`config.mk`:
```
export PLATFORM = sky130hd
export DESIGN_NAME = median3_then_mean_filter_flat
export DESIGN_NICKNAME = d
export VERILOG_FILES = /design/src/rtl/core/m3m_pkg.sv /design/src/rtl/core/m3m_if.sv /design/src/rtl/core/m3m_median.sv /design/src/rtl/core/m3m_accum.sv /design/src/rtl/core/m3m_divider.sv /design/src/rtl/core/median3_then_mean_filter.sv /design/src/flat_wrapper.sv
export SDC_FILE = /design/constraint.sdc
export NUM_CORES = 1
export LEC_CHECK = 0
export BUFFER_PORTS_ARGS = -buffer_cell sky130_fd_sc_hd__buf_2
export CAP_MARGIN = 0
export CORE_UTILIZATION = 45
export CTS_CLUSTER_SIZE = 10
export DETAILED_ROUTE_END_ITERATION = 8
export PLACE_DENSITY = 0.61
export SLEW_MARGIN = 0
export SYNTH_ARGS = -nofsm -noshare
export SYNTH_HDL_FRONTEND = slang
export SYNTH_SLANG_ARGS = --single-unit
```
`constraint.sdc`:
```
create_clock -name clock -period 5.14 [get_ports clock]
set_clock_uncertainty 0.1 [all_clocks]
set_input_delay 0.514 -clock clock [delete_from_list [all_inputs] [get_ports clock]]
set_output_delay 0.514 -clock clock [all_outputs]
set_load 0.02 [all_outputs]
```
`src/rtl/core/m3m_pkg.sv`:
```
package m3m_pkg;

   // sample width used inside the filter
   localparam int SAMPLE_BITS = 12;
   // width of the sample and average fields on the channels
   localparam int FIELD_BITS  = 12;
   // width of the group count register and the median counter
   localparam int COUNT_BITS  = 8;
   // running sum of up to 255 medians
   localparam int SUM_BITS    = SAMPLE_BITS + COUNT_BITS;
   // bit counters of the serial units
   localparam int SCNT_BITS   = $clog2(SAMPLE_BITS);
   localparam int SUMCNT_BITS = $clog2(SUM_BITS);

   // position of a sample within its triple
   localparam logic [1:0] PHASE_FIRST  = 2'd0;
   localparam logic [1:0] PHASE_SECOND = 2'd1;
   localparam logic [1:0] PHASE_THIRD  = 2'd2;

   typedef enum logic [2:0] {
      ST_IDLE,
      ST_MEDIAN,
      ST_ADD,
      ST_DIVIDE,
      ST_PUSH
   } state_type;

   // start and clear for the serial accumulator
   typedef struct packed {
      logic start;
      logic clear;
   } acc_ctrl_type;

endpackage

```
`src/rtl/core/m3m_if.sv`:
```
interface m3m_req_if;
   logic                              valid;
   logic                              ready;
   logic [m3m_pkg::FIELD_BITS-1:0]    sample;

   modport source (output valid, output sample, input ready);
   modport sink   (input valid, input sample, output ready);
endinterface

interface m3m_rsp_if;
   logic                              valid;
   logic                              ready;
   logic [m3m_pkg::FIELD_BITS-1:0]    average;

   modport source (output valid, output average, input ready);
   modport sink   (input valid, input average, output ready);
endinterface

```
`src/rtl/core/m3m_median.sv`:
```
module m3m_median (
   input  logic                             clock,
   input  logic                             reset,
   input  logic                             start,
   input  logic [m3m_pkg::SAMPLE_BITS-1:0]  first,
   input  logic [m3m_pkg::SAMPLE_BITS-1:0]  second,
   input  logic [m3m_pkg::SAMPLE_BITS-1:0]  third,
   output logic                             done,
   output logic [m3m_pkg::SAMPLE_BITS-1:0]  median
);

   logic                             busy_ff, busy_in;
   logic                             pick_ff, pick_in;
   logic [m3m_pkg::SCNT_BITS-1:0]    cnt_ff, cnt_in;
   logic [m3m_pkg::SAMPLE_BITS-1:0]  a_ff, a_in, b_ff, b_in, c_ff, c_in;
   logic                             ab_gt_ff, ab_gt_in;
   logic                             bc_gt_ff, bc_gt_in;
   logic                             ac_gt_ff, ac_gt_in;

   // lsb-first compare: a higher bit that differs overrides what lower bits said
   always_comb begin
      busy_in  = busy_ff;
      pick_in  = 1'b0;
      cnt_in   = cnt_ff;
      a_in     = a_ff;
      b_in     = b_ff;
      c_in     = c_ff;
      ab_gt_in = ab_gt_ff;
      bc_gt_in = bc_gt_ff;
      ac_gt_in = ac_gt_ff;
      if (start) begin
         busy_in  = 1'b1;
         cnt_in   = '0;
         a_in     = first;
         b_in     = second;
         c_in     = third;
         ab_gt_in = 1'b0;
         bc_gt_in = 1'b0;
         ac_gt_in = 1'b0;
      end else if (busy_ff) begin
         a_in     = {a_ff[0], a_ff[m3m_pkg::SAMPLE_BITS-1:1]};
         b_in     = {b_ff[0], b_ff[m3m_pkg::SAMPLE_BITS-1:1]};
         c_in     = {c_ff[0], c_ff[m3m_pkg::SAMPLE_BITS-1:1]};
         ab_gt_in = (a_ff[0] & ~b_ff[0]) | (ab_gt_ff & ~(a_ff[0] ^ b_ff[0]));
         bc_gt_in = (b_ff[0] & ~c_ff[0]) | (bc_gt_ff & ~(b_ff[0] ^ c_ff[0]));
         ac_gt_in = (a_ff[0] & ~c_ff[0]) | (ac_gt_ff & ~(a_ff[0] ^ c_ff[0]));
         cnt_in   = cnt_ff + 1'b1;
         if (cnt_ff == m3m_pkg::SCNT_BITS'(m3m_pkg::SAMPLE_BITS - 1)) begin
            busy_in = 1'b0;
            pick_in = 1'b1;
         end
      end
   end

   always_ff @(posedge clock) begin
      if (reset) begin
         busy_ff <= 1'b0;
         pick_ff <= 1'b0;
         cnt_ff  <= '0;
      end else begin
         busy_ff <= busy_in;
         pick_ff <= pick_in;
         cnt_ff  <= cnt_in;
      end
   end

   always_ff @(posedge clock) begin
      a_ff     <= a_in;
      b_ff     <= b_in;
      c_ff     <= c_in;
      ab_gt_ff <= ab_gt_in;
      bc_gt_ff <= bc_gt_in;
      ac_gt_ff <= ac_gt_in;
   end

   // words are back in place after a full rotation
   always_comb begin
      if (ab_gt_ff == bc_gt_ff) begin
         median = b_ff;
      end else if (ab_gt_ff) begin
         median = ac_gt_ff ? c_ff : a_ff;
      end else begin
         median = ac_gt_ff ? a_ff : c_ff;
      end
   end

   assign done = pick_ff;

endmodule

```
`src/rtl/core/m3m_accum.sv`:
```
module m3m_accum (
   input  logic                             clock,
   input  logic                             reset,
   input  m3m_pkg::acc_ctrl_type            ctrl,
   input  logic [m3m_pkg::SAMPLE_BITS-1:0]  addend,
   output logic                             done,
   output logic [m3m_pkg::SUM_BITS-1:0]     sum
);

   logic                             busy_ff, busy_in;
   logic                             done_ff, done_in;
   logic [m3m_pkg::SUMCNT_BITS-1:0]  cnt_ff, cnt_in;
   logic [m3m_pkg::SUM_BITS-1:0]     sum_ff, sum_in;
   logic [m3m_pkg::SAMPLE_BITS-1:0]  addend_ff, addend_in;
   logic                             carry_ff, carry_in;
   logic                             bit_sum;

   // sum rotates through a one-bit full adder, carry out of the top is dropped
   assign bit_sum = sum_ff[0] ^ addend_ff[0] ^ carry_ff;

   always_comb begin
      busy_in   = busy_ff;
      done_in   = 1'b0;
      cnt_in    = cnt_ff;
      sum_in    = sum_ff;
      addend_in = addend_ff;
      carry_in  = carry_ff;
      if (ctrl.clear) begin
         sum_in = '0;
      end
      if (ctrl.start) begin
         busy_in   = 1'b1;
         cnt_in    = '0;
         addend_in = addend;
         carry_in  = 1'b0;
      end else if (busy_ff) begin
         sum_in    = {bit_sum, sum_ff[m3m_pkg::SUM_BITS-1:1]};
         addend_in = addend_ff >> 1;
         carry_in  = (sum_ff[0] & addend_ff[0]) | (carry_ff & (sum_ff[0] ^ addend_ff[0]));
         cnt_in    = cnt_ff + 1'b1;
         if (cnt_ff == m3m_pkg::SUMCNT_BITS'(m3m_pkg::SUM_BITS - 1)) begin
            busy_in = 1'b0;
            done_in = 1'b1;
         end
      end
   end

   always_ff @(posedge clock) begin
      if (reset) begin
         busy_ff <= 1'b0;
         done_ff <= 1'b0;
         cnt_ff  <= '0;
         sum_ff  <= '0;
      end else begin
         busy_ff <= busy_in;
         done_ff <= done_in;
         cnt_ff  <= cnt_in;
         sum_ff  <= sum_in;
      end
   end

   always_ff @(posedge clock) begin
      addend_ff <= addend_in;
      carry_ff  <= carry_in;
   end

   assign done = done_ff;
   assign sum  = sum_ff;

endmodule

```
`src/rtl/core/m3m_divider.sv`:
```
module m3m_divider (
   input  logic                             clock,
   input  logic                             reset,
   input  logic                             start,
   input  logic [m3m_pkg::SUM_BITS-1:0]     dividend,
   input  logic [m3m_pkg::COUNT_BITS-1:0]   divisor,
   output logic                             done,
   output logic [m3m_pkg::SUM_BITS-1:0]     quotient
);

   logic                             busy_ff, busy_in;
   logic                             done_ff, done_in;
   logic [m3m_pkg::SUMCNT_BITS-1:0]  cnt_ff, cnt_in;
   logic [m3m_pkg::COUNT_BITS-1:0]   rem_ff, rem_in;
   logic [m3m_pkg::COUNT_BITS-1:0]   den_ff, den_in;
   logic [m3m_pkg::SUM_BITS-1:0]     quo_ff, quo_in;
   logic [m3m_pkg::COUNT_BITS:0]     shifted;
   logic [m3m_pkg::COUNT_BITS+1:0]   diff;

   // restoring division, one quotient bit per cycle, msb first
   assign shifted = {rem_ff, quo_ff[m3m_pkg::SUM_BITS-1]};
   assign diff    = {1'b0, shifted} - {2'b00, den_ff};

   always_comb begin
      busy_in = busy_ff;
      done_in = 1'b0;
      cnt_in  = cnt_ff;
      rem_in  = rem_ff;
      den_in  = den_ff;
      quo_in  = quo_ff;
      if (start) begin
         busy_in = 1'b1;
         cnt_in  = '0;
         rem_in  = '0;
         den_in  = divisor;
         quo_in  = dividend;
      end else if (busy_ff) begin
         if (!diff[m3m_pkg::COUNT_BITS+1]) begin
            rem_in = diff[m3m_pkg::COUNT_BITS-1:0];
            quo_in = {quo_ff[m3m_pkg::SUM_BITS-2:0], 1'b1};
         end else begin
            rem_in = shifted[m3m_pkg::COUNT_BITS-1:0];
            quo_in = {quo_ff[m3m_pkg::SUM_BITS-2:0], 1'b0};
         end
         cnt_in = cnt_ff + 1'b1;
         if (cnt_ff == m3m_pkg::SUMCNT_BITS'(m3m_pkg::SUM_BITS - 1)) begin
            busy_in = 1'b0;
            done_in = 1'b1;
         end
      end
   end

   always_ff @(posedge clock) begin
      if (reset) begin
         busy_ff <= 1'b0;
         done_ff <= 1'b0;
         cnt_ff  <= '0;
      end else begin
         busy_ff <= busy_in;
         done_ff <= done_in;
         cnt_ff  <= cnt_in;
      end
   end

   always_ff @(posedge clock) begin
      rem_ff <= rem_in;
      den_ff <= den_in;
      quo_ff <= quo_in;
   end

   assign done     = done_ff;
   assign quotient = quo_ff;

endmodule

```
`src/rtl/core/median3_then_mean_filter.sv`:
```
// channel  | direction | word                 | handshake
// req_chan | in        | sample, 12 bits      | valid / ready
// rsp_chan | out       | average, 12 bits     | valid / ready
// csr_*    | in        | group_count, 8 bits  | write enable, no read-back
//
// first and second sample of a triple are held in registers
// third sample: goes through the bit-serial three-way compare and then the bit-serial
//   adder into the running sum
// a triple that closes a group then also runs the serial divider
// synchronous active-high reset clears state, group_count returns to 1
// a waiting average does not block input; only a second average stalls behind it
module median3_then_mean_filter (
   input  logic                            clock,
   input  logic                            reset,
   m3m_req_if.sink                         req_chan,
   m3m_rsp_if.source                       rsp_chan,
   input  logic                            csr_wr_en,
   input  logic [m3m_pkg::COUNT_BITS-1:0]  csr_wr_data
);

   m3m_pkg::state_type                state_ff, state_in;
   logic [m3m_pkg::COUNT_BITS-1:0]    group_count_ff;
   logic [m3m_pkg::SAMPLE_BITS-1:0]   held_first_ff, held_first_in;
   logic [m3m_pkg::SAMPLE_BITS-1:0]   held_second_ff, held_second_in;
   logic [1:0]                        phase_ff, phase_in;
   logic [m3m_pkg::COUNT_BITS-1:0]    taken_ff, taken_in;
   logic                              rsp_valid_ff, rsp_valid_in;
   logic [m3m_pkg::FIELD_BITS-1:0]    rsp_average_ff, rsp_average_in;

   logic                              accept;
   logic [m3m_pkg::SAMPLE_BITS-1:0]   sample_w;
   logic                              med_start, med_done;
   logic [m3m_pkg::SAMPLE_BITS-1:0]   med_value;
   m3m_pkg::acc_ctrl_type             acc_ctrl;
   logic                              acc_done;
   logic [m3m_pkg::SUM_BITS-1:0]      acc_sum;
   logic                              div_start, div_done;
   logic [m3m_pkg::SUM_BITS-1:0]      div_quotient;
   logic [m3m_pkg::COUNT_BITS-1:0]    taken_next, limit;
   logic                              close_group;

   // input takes a word only when the serial units are free
   assign req_chan.ready = (state_ff == m3m_pkg::ST_IDLE);
   assign accept         = req_chan.valid && req_chan.ready;
   assign sample_w       = m3m_pkg::SAMPLE_BITS'(req_chan.sample);

   // a stored count of zero acts as one
   assign limit       = (group_count_ff == '0) ? m3m_pkg::COUNT_BITS'(1) : group_count_ff;
   assign taken_next  = taken_ff + 1'b1;
   // lowering the count mid-group closes the group on the next median
   assign close_group = (taken_next != '0) && (taken_next >= limit);

   m3m_median u_median (
      .clock  (clock),
      .reset  (reset),
      .start  (med_start),
      .first  (held_first_ff),
      .second (held_second_ff),
      .third  (sample_w),
      .done   (med_done),
      .median (med_value)
   );

   m3m_accum u_accum (
      .clock  (clock),
      .reset  (reset),
      .ctrl   (acc_ctrl),
      .addend (med_value),
      .done   (acc_done),
      .sum    (acc_sum)
   );

   // divisor is the number of medians actually summed
   m3m_divider u_divider (
      .clock    (clock),
      .reset    (reset),
      .start    (div_start),
      .dividend (acc_sum),
      .divisor  (taken_next),
      .done     (div_done),
      .quotient (div_quotient)
   );

   always_comb begin
      state_in       = state_ff;
      held_first_in  = held_first_ff;
      held_second_in = held_second_ff;
      phase_in       = phase_ff;
      taken_in       = taken_ff;
      rsp_average_in = rsp_average_ff;
      rsp_valid_in   = rsp_valid_ff;
      med_start      = 1'b0;
      acc_ctrl.start = 1'b0;
      acc_ctrl.clear = 1'b0;
      div_start      = 1'b0;
      if (rsp_valid_ff && rsp_chan.ready) begin
         rsp_valid_in = 1'b0;
      end
      case (state_ff)
         m3m_pkg::ST_IDLE: begin
            if (accept) begin
               case (phase_ff)
                  m3m_pkg::PHASE_SECOND: begin
                     held_second_in = sample_w;
                     phase_in       = m3m_pkg::PHASE_THIRD;
                  end
                  m3m_pkg::PHASE_THIRD: begin
                     med_start = 1'b1;
                     phase_in  = m3m_pkg::PHASE_FIRST;
                     state_in  = m3m_pkg::ST_MEDIAN;
                  end
                  default: begin
                     held_first_in = sample_w;
                     phase_in      = m3m_pkg::PHASE_SECOND;
                  end
               endcase
            end
         end
         m3m_pkg::ST_MEDIAN: begin
            if (med_done) begin
               acc_ctrl.start = 1'b1;
               state_in       = m3m_pkg::ST_ADD;
            end
         end
         m3m_pkg::ST_ADD: begin
            if (acc_done) begin
               if (close_group) begin
                  div_start      = 1'b1;
                  acc_ctrl.clear = 1'b1;
                  taken_in       = '0;
                  state_in       = m3m_pkg::ST_DIVIDE;
               end else begin
                  taken_in = taken_next;
                  state_in = m3m_pkg::ST_IDLE;
               end
            end
         end
         m3m_pkg::ST_DIVIDE: begin
            if (div_done) begin
               state_in = m3m_pkg::ST_PUSH;
            end
         end
         m3m_pkg::ST_PUSH: begin
            // wait for the output register to be free
            if (!rsp_valid_ff || rsp_chan.ready) begin
               rsp_average_in = m3m_pkg::FIELD_BITS'(div_quotient);
               rsp_valid_in   = 1'b1;
               state_in       = m3m_pkg::ST_IDLE;
            end
         end
         default: begin
            state_in = m3m_pkg::ST_IDLE;
         end
      endcase
   end

   always_ff @(posedge clock) begin
      if (reset) begin
         state_ff       <= m3m_pkg::ST_IDLE;
         group_count_ff <= m3m_pkg::COUNT_BITS'(1);
         held_first_ff  <= '0;
         held_second_ff <= '0;
         phase_ff       <= m3m_pkg::PHASE_FIRST;
         taken_ff       <= '0;
         rsp_valid_ff   <= 1'b0;
      end else begin
         state_ff       <= state_in;
         held_first_ff  <= held_first_in;
         held_second_ff <= held_second_in;
         phase_ff       <= phase_in;
         taken_ff       <= taken_in;
         rsp_valid_ff   <= rsp_valid_in;
         if (csr_wr_en) begin
            group_count_ff <= csr_wr_data;
         end
      end
   end

   always_ff @(posedge clock) begin
      rsp_average_ff <= rsp_average_in;
   end

   assign rsp_chan.valid   = rsp_valid_ff;
   assign rsp_chan.average = rsp_average_ff;

   // each serial unit finishes only while the sequencer waits for it
   a_med_done_in_median: assert property (@(posedge clock) disable iff (reset)
      med_done |-> (state_ff == m3m_pkg::ST_MEDIAN))
      else $error("median finished outside its wait state");

   a_acc_done_in_add: assert property (@(posedge clock) disable iff (reset)
      acc_done |-> (state_ff == m3m_pkg::ST_ADD))
      else $error("accumulator finished outside its wait state");

   a_div_done_in_divide: assert property (@(posedge clock) disable iff (reset)
      div_done |-> (state_ff == m3m_pkg::ST_DIVIDE))
      else $error("divider finished outside its wait state");

   // a group closes before the median counter can wrap
   a_taken_bound: assert property (@(posedge clock) disable iff (reset)
      taken_ff != {m3m_pkg::COUNT_BITS{1'b1}})
      else $error("median counter reached its top value");

   a_phase_bound: assert property (@(posedge clock) disable iff (reset)
      phase_ff != 2'd3)
      else $error("triple phase out of range");

endmodule

```
`src/flat_wrapper.sv`:
```
// flat-port wrapper written by rule: the top's interface ports become plain ports
module median3_then_mean_filter_flat 
  (clock, reset, csr_wr_en, csr_wr_data, req_chan_valid, req_chan_sample, req_chan_ready, rsp_chan_valid, rsp_chan_average, rsp_chan_ready);
  m3m_req_if req_chan_i ();
  m3m_rsp_if rsp_chan_i ();
  input  logic clock;
  input  logic reset;
  input  logic csr_wr_en;
  input  logic [m3m_pkg::COUNT_BITS-1:0] csr_wr_data;
  input wire logic [$bits(req_chan_i.valid)-1:0] req_chan_valid;
  input wire logic [$bits(req_chan_i.sample)-1:0] req_chan_sample;
  output wire logic [$bits(req_chan_i.ready)-1:0] req_chan_ready;
  output wire logic [$bits(rsp_chan_i.valid)-1:0] rsp_chan_valid;
  output wire logic [$bits(rsp_chan_i.average)-1:0] rsp_chan_average;
  input wire logic [$bits(rsp_chan_i.ready)-1:0] rsp_chan_ready;
  assign req_chan_i.valid = req_chan_valid;
  assign req_chan_i.sample = req_chan_sample;
  assign req_chan_ready = req_chan_i.ready;
  assign rsp_chan_valid = rsp_chan_i.valid;
  assign rsp_chan_average = rsp_chan_i.average;
  assign rsp_chan_i.ready = rsp_chan_ready;
  median3_then_mean_filter u_core (.clock(clock), .reset(reset), .req_chan(req_chan_i), .rsp_chan(rsp_chan_i), .csr_wr_en(csr_wr_en), .csr_wr_data(csr_wr_data));
endmodule
```
==> results.md <==
* RD Place Congestion at 0.864
* Synth Area in Compound Gates at 0.132
* Synth unique cells at 59
* Drt first-iter violations at 438
* # diodes at 0
* DRC at 0
* Clock buffer depth at 2
* Leakage power at 3.39 nW
* Post-route cell area at 9230 um2
* Maxcap violations at 0
* Synth Flop Type: dfxtp_1
* Post-Synth Adder-Cell Area at 0.0455
* Final-report hold violation count at 0
* Area contributors post-synth: edfxtp_1, dfxtp_1, mux2_2
* Sequential area share after synthesis at 0.554
* Final Net Count at 822
* Initial antenna violation count at 0
* WL/cell at 15.8 um
* CP max stage cell: or2_2
* Share of cells above drive strength 1 at 0.177
* Max H-tree Level at 4
* Post-CTS sizing at 0
* Critical Path RT at 5.12 ns
* Status: finished clean
* Post-CTS Hold Buffers at 0
* CP Buf/Inv Count at 2
* Simple-gate share of the synthesized area at 0.110
* Max frequency at 251 MHz
* # fillers at 1633
* Starting Density at 0.461
* Slew @ Worst Pin at 1.21 ns
* First-pass GRT wire length at 26300 um
* Post-DRT Antenna Nets at 0
* YS warnings at 0
* Syn_area_per_cell at 11.1 um2
* DR vias/cell at 5.42
* Largest net degree at the start of global routing at 55
* GRT Total Usage at 0.180
* Post-CTS Setup Inserts at 0
* Top delay family on crit path: simple AND/OR/NAND/NOR gates
* Mapped cell area at 8310 um2
* Power Density at 385 nW/um2
* Worst VDD drop at 0.000244 V
* Clk Latency, worst-skew pair at 0.43 ns
* Commonest non-fill, non-tap cells in the layout: dfxtp_1, nand2_1, edfxtp_1, mux2_2
* Yosys top cell area share at 0.318
* Setup_tns at 0 ns
* Final min period at 3.99 ns
* Core box area at 18000 um2
* TritonCTS Buffers at 17
* Period utilization at 0.776
* CP Launch Type: register
* Worst EP arrival at 3.97 ns
* I/O Pins at 39
* Port-buffer cells at 38
* Finished Layout Cells at 1010
* Worst-path fanout max at 40
* HPWL Detailed at 10600 um
* Clock slew at reported path FFs at 0.07 ns
* CTS tree: yes
* P&R area growth vs syn at 11.0%
* Syn_nets at 804
* Slew HR at 0.191
* Async set-reset flop share out of synthesis at 0
* Clock root buffer: clkbuf_16
* CP peak stage delay at 0.51 ns
* Crit path capture type: register
* Number of synthesized flops with an enable pin at 88
* Final slew viol count at 0
* Placed cells at 978
* Die H at 138 um
* Largest family of logic cells by synthesized area: compound AO/OA/AOI/OAI gates
* FF+latch count, synth at 186
* Die ar. at 19000 um2
* Syn Inst Count at 750
* Commonest non-fill, non-tap cell in the layout: dfxtp_1
* Hold Path Class: in2reg
* Die width at 138 um
* Critical path class: reg2reg
* Proportion of synthesized area in mux cells at 0.0951
* Grt total ovfl at 0
* Vias at 5472
* Area leader, netlist: edfxtp_1
* Clock sink count at 186
* Placed Area at 8630 um2
* Unrepaired setup endpoints after global routing: false
* # rows at 49
* Critical-path cell list: nand3_2, nor3_1, xnor2_1, inv_1, ha_1, and3_1, nand3_1, o21a_1, a221oi_4, buf_4, or2_2
* Final WL at 16000 um
* # setup viols final at 0
* DRT Pass-1 Iters at 5
* Vias in the first global route at 5198
* XOR/XNOR Fraction of Synth Area at 0.0253
kinds of logic (layout without fill, tap and decap cells):
| group | count (synthesis) | after routing |
|---|---|---|
| buffers and inverters | 77 | 108 |
| muxes | 72 | 72 |
| adders and majority gates | 29 | 29 |
| xor gates and xnor gates | 24 | 24 |
| DFF | 186 | 186 |
| and+or+nand+nor | 198 | 198 |
| AOI/OAI and AO/OA | 164 | 164 |
through the flow:
stage          hold WS, ns  utilization  setup slack [ns]  total power (W)
2_1_floorplan        0.322            -              1.82          0.00212
3_5_place_dp         0.345        0.479              1.16          0.00226
6_report             0.212        0.512              1.15          0.00356
5_1_grt              0.198        0.512             0.812          0.00373
4_1_cts              0.194        0.512              1.14          0.00359
3_3_place_gp         0.338        0.479              1.39          0.00224
area by class of cell:
cell class,count,area (um2),share of cell area
well taps,229,287,0.0310
multi-input cells,487,3390,0.368
flip-flops and latches,186,4600,0.499
repair buffers,42,220,0.0239
clock inverters,11,135,0.0146
inverters,34,128,0.0138
clock buffers,21,462,0.0500
report_power, final:
| part | leakage (nW) | switching (W) | internal (W) |
|---|---|---|---|
| clock | 0.291 | 0.000568 | 0.000755 |
| combinational | 1.51 | 0.000336 | 0.000199 |
| sequential | 1.59 | 0.0000750 | 0.00162 |
| total | 3.39 | 0.000979 | 0.00258 |
path summary, 6_finish.rpt:
kind | from | endpoint | slack [ns] | depth (start not counted)
worst max-delay path | u_core.taken_ff[0]$_SDFFE_PP0P_ | u_core.u_divider.quotient[9]$_DFFE_PP_ | 1.15 | 11
worst min-delay path | csr_wr_data[0] | u_core.group_count_ff[0]$_SDFFE_PP1P_ | 0.21 | 2
worst max register to register | u_core.taken_ff[0]$_SDFFE_PP0P_ | u_core.u_divider.quotient[9]$_DFFE_PP_ | 1.15 | 11
worst min register to register | u_core.u_divider.quotient[8]$_DFFE_PP_ | u_core.rsp_chan.average[8]$_DFFE_PP_ | 0.35 | 0
layer usage:
| metal | GRT usage | share of wire | vias up |
|---|---|---|---|
| met2 | 0.280 | 0.47 | 102 |
| met4 | 0.0737 | 0.016 | 0 |
| li1 | - | - | 2746 |
| met1 | 0.245 | 0.48 | 2603 |
| met3 | 0.0347 | 0.035 | 21 |
| met5 | 0 | 0 | - |
synthesized netlist by cell type, drive strengths merged, types with 16 or more instances:
cell type and number:
dfxtp 98, edfxtp 88, nand2 88, mux2 56
o21ai 49, nor2 47, a21oi 38, inv 34
clkbuf 30, ha 27, a22o 22, mux2i 16
state kept, by name, indices dropped and copies added (netlist names), 3 cells and up:
register / count
u_core.taken_ff: 8
u_core.u_median.b_ff: 12
u_core.u_median.a_ff: 12
u_core.u_accum.addend_ff: 12
u_core.u_accum.cnt_ff: 5
u_core.u_divider.rem_ff: 8
u_core.held_second_ff: 12
u_core.u_divider.quotient: 20
u_core.rsp_chan.average: 12
u_core.group_count_ff: 8
u_core.u_median.c_ff: 12
u_core.u_accum.sum: 20
u_core.held_first_ff: 12
u_core.u_divider.den_ff: 8
u_core.u_median.cnt_ff: 4
u_core.u_divider.cnt_ff: 5
u_core.state_ff: 3
Note: power is estimated with default switching activity, not from simulation.
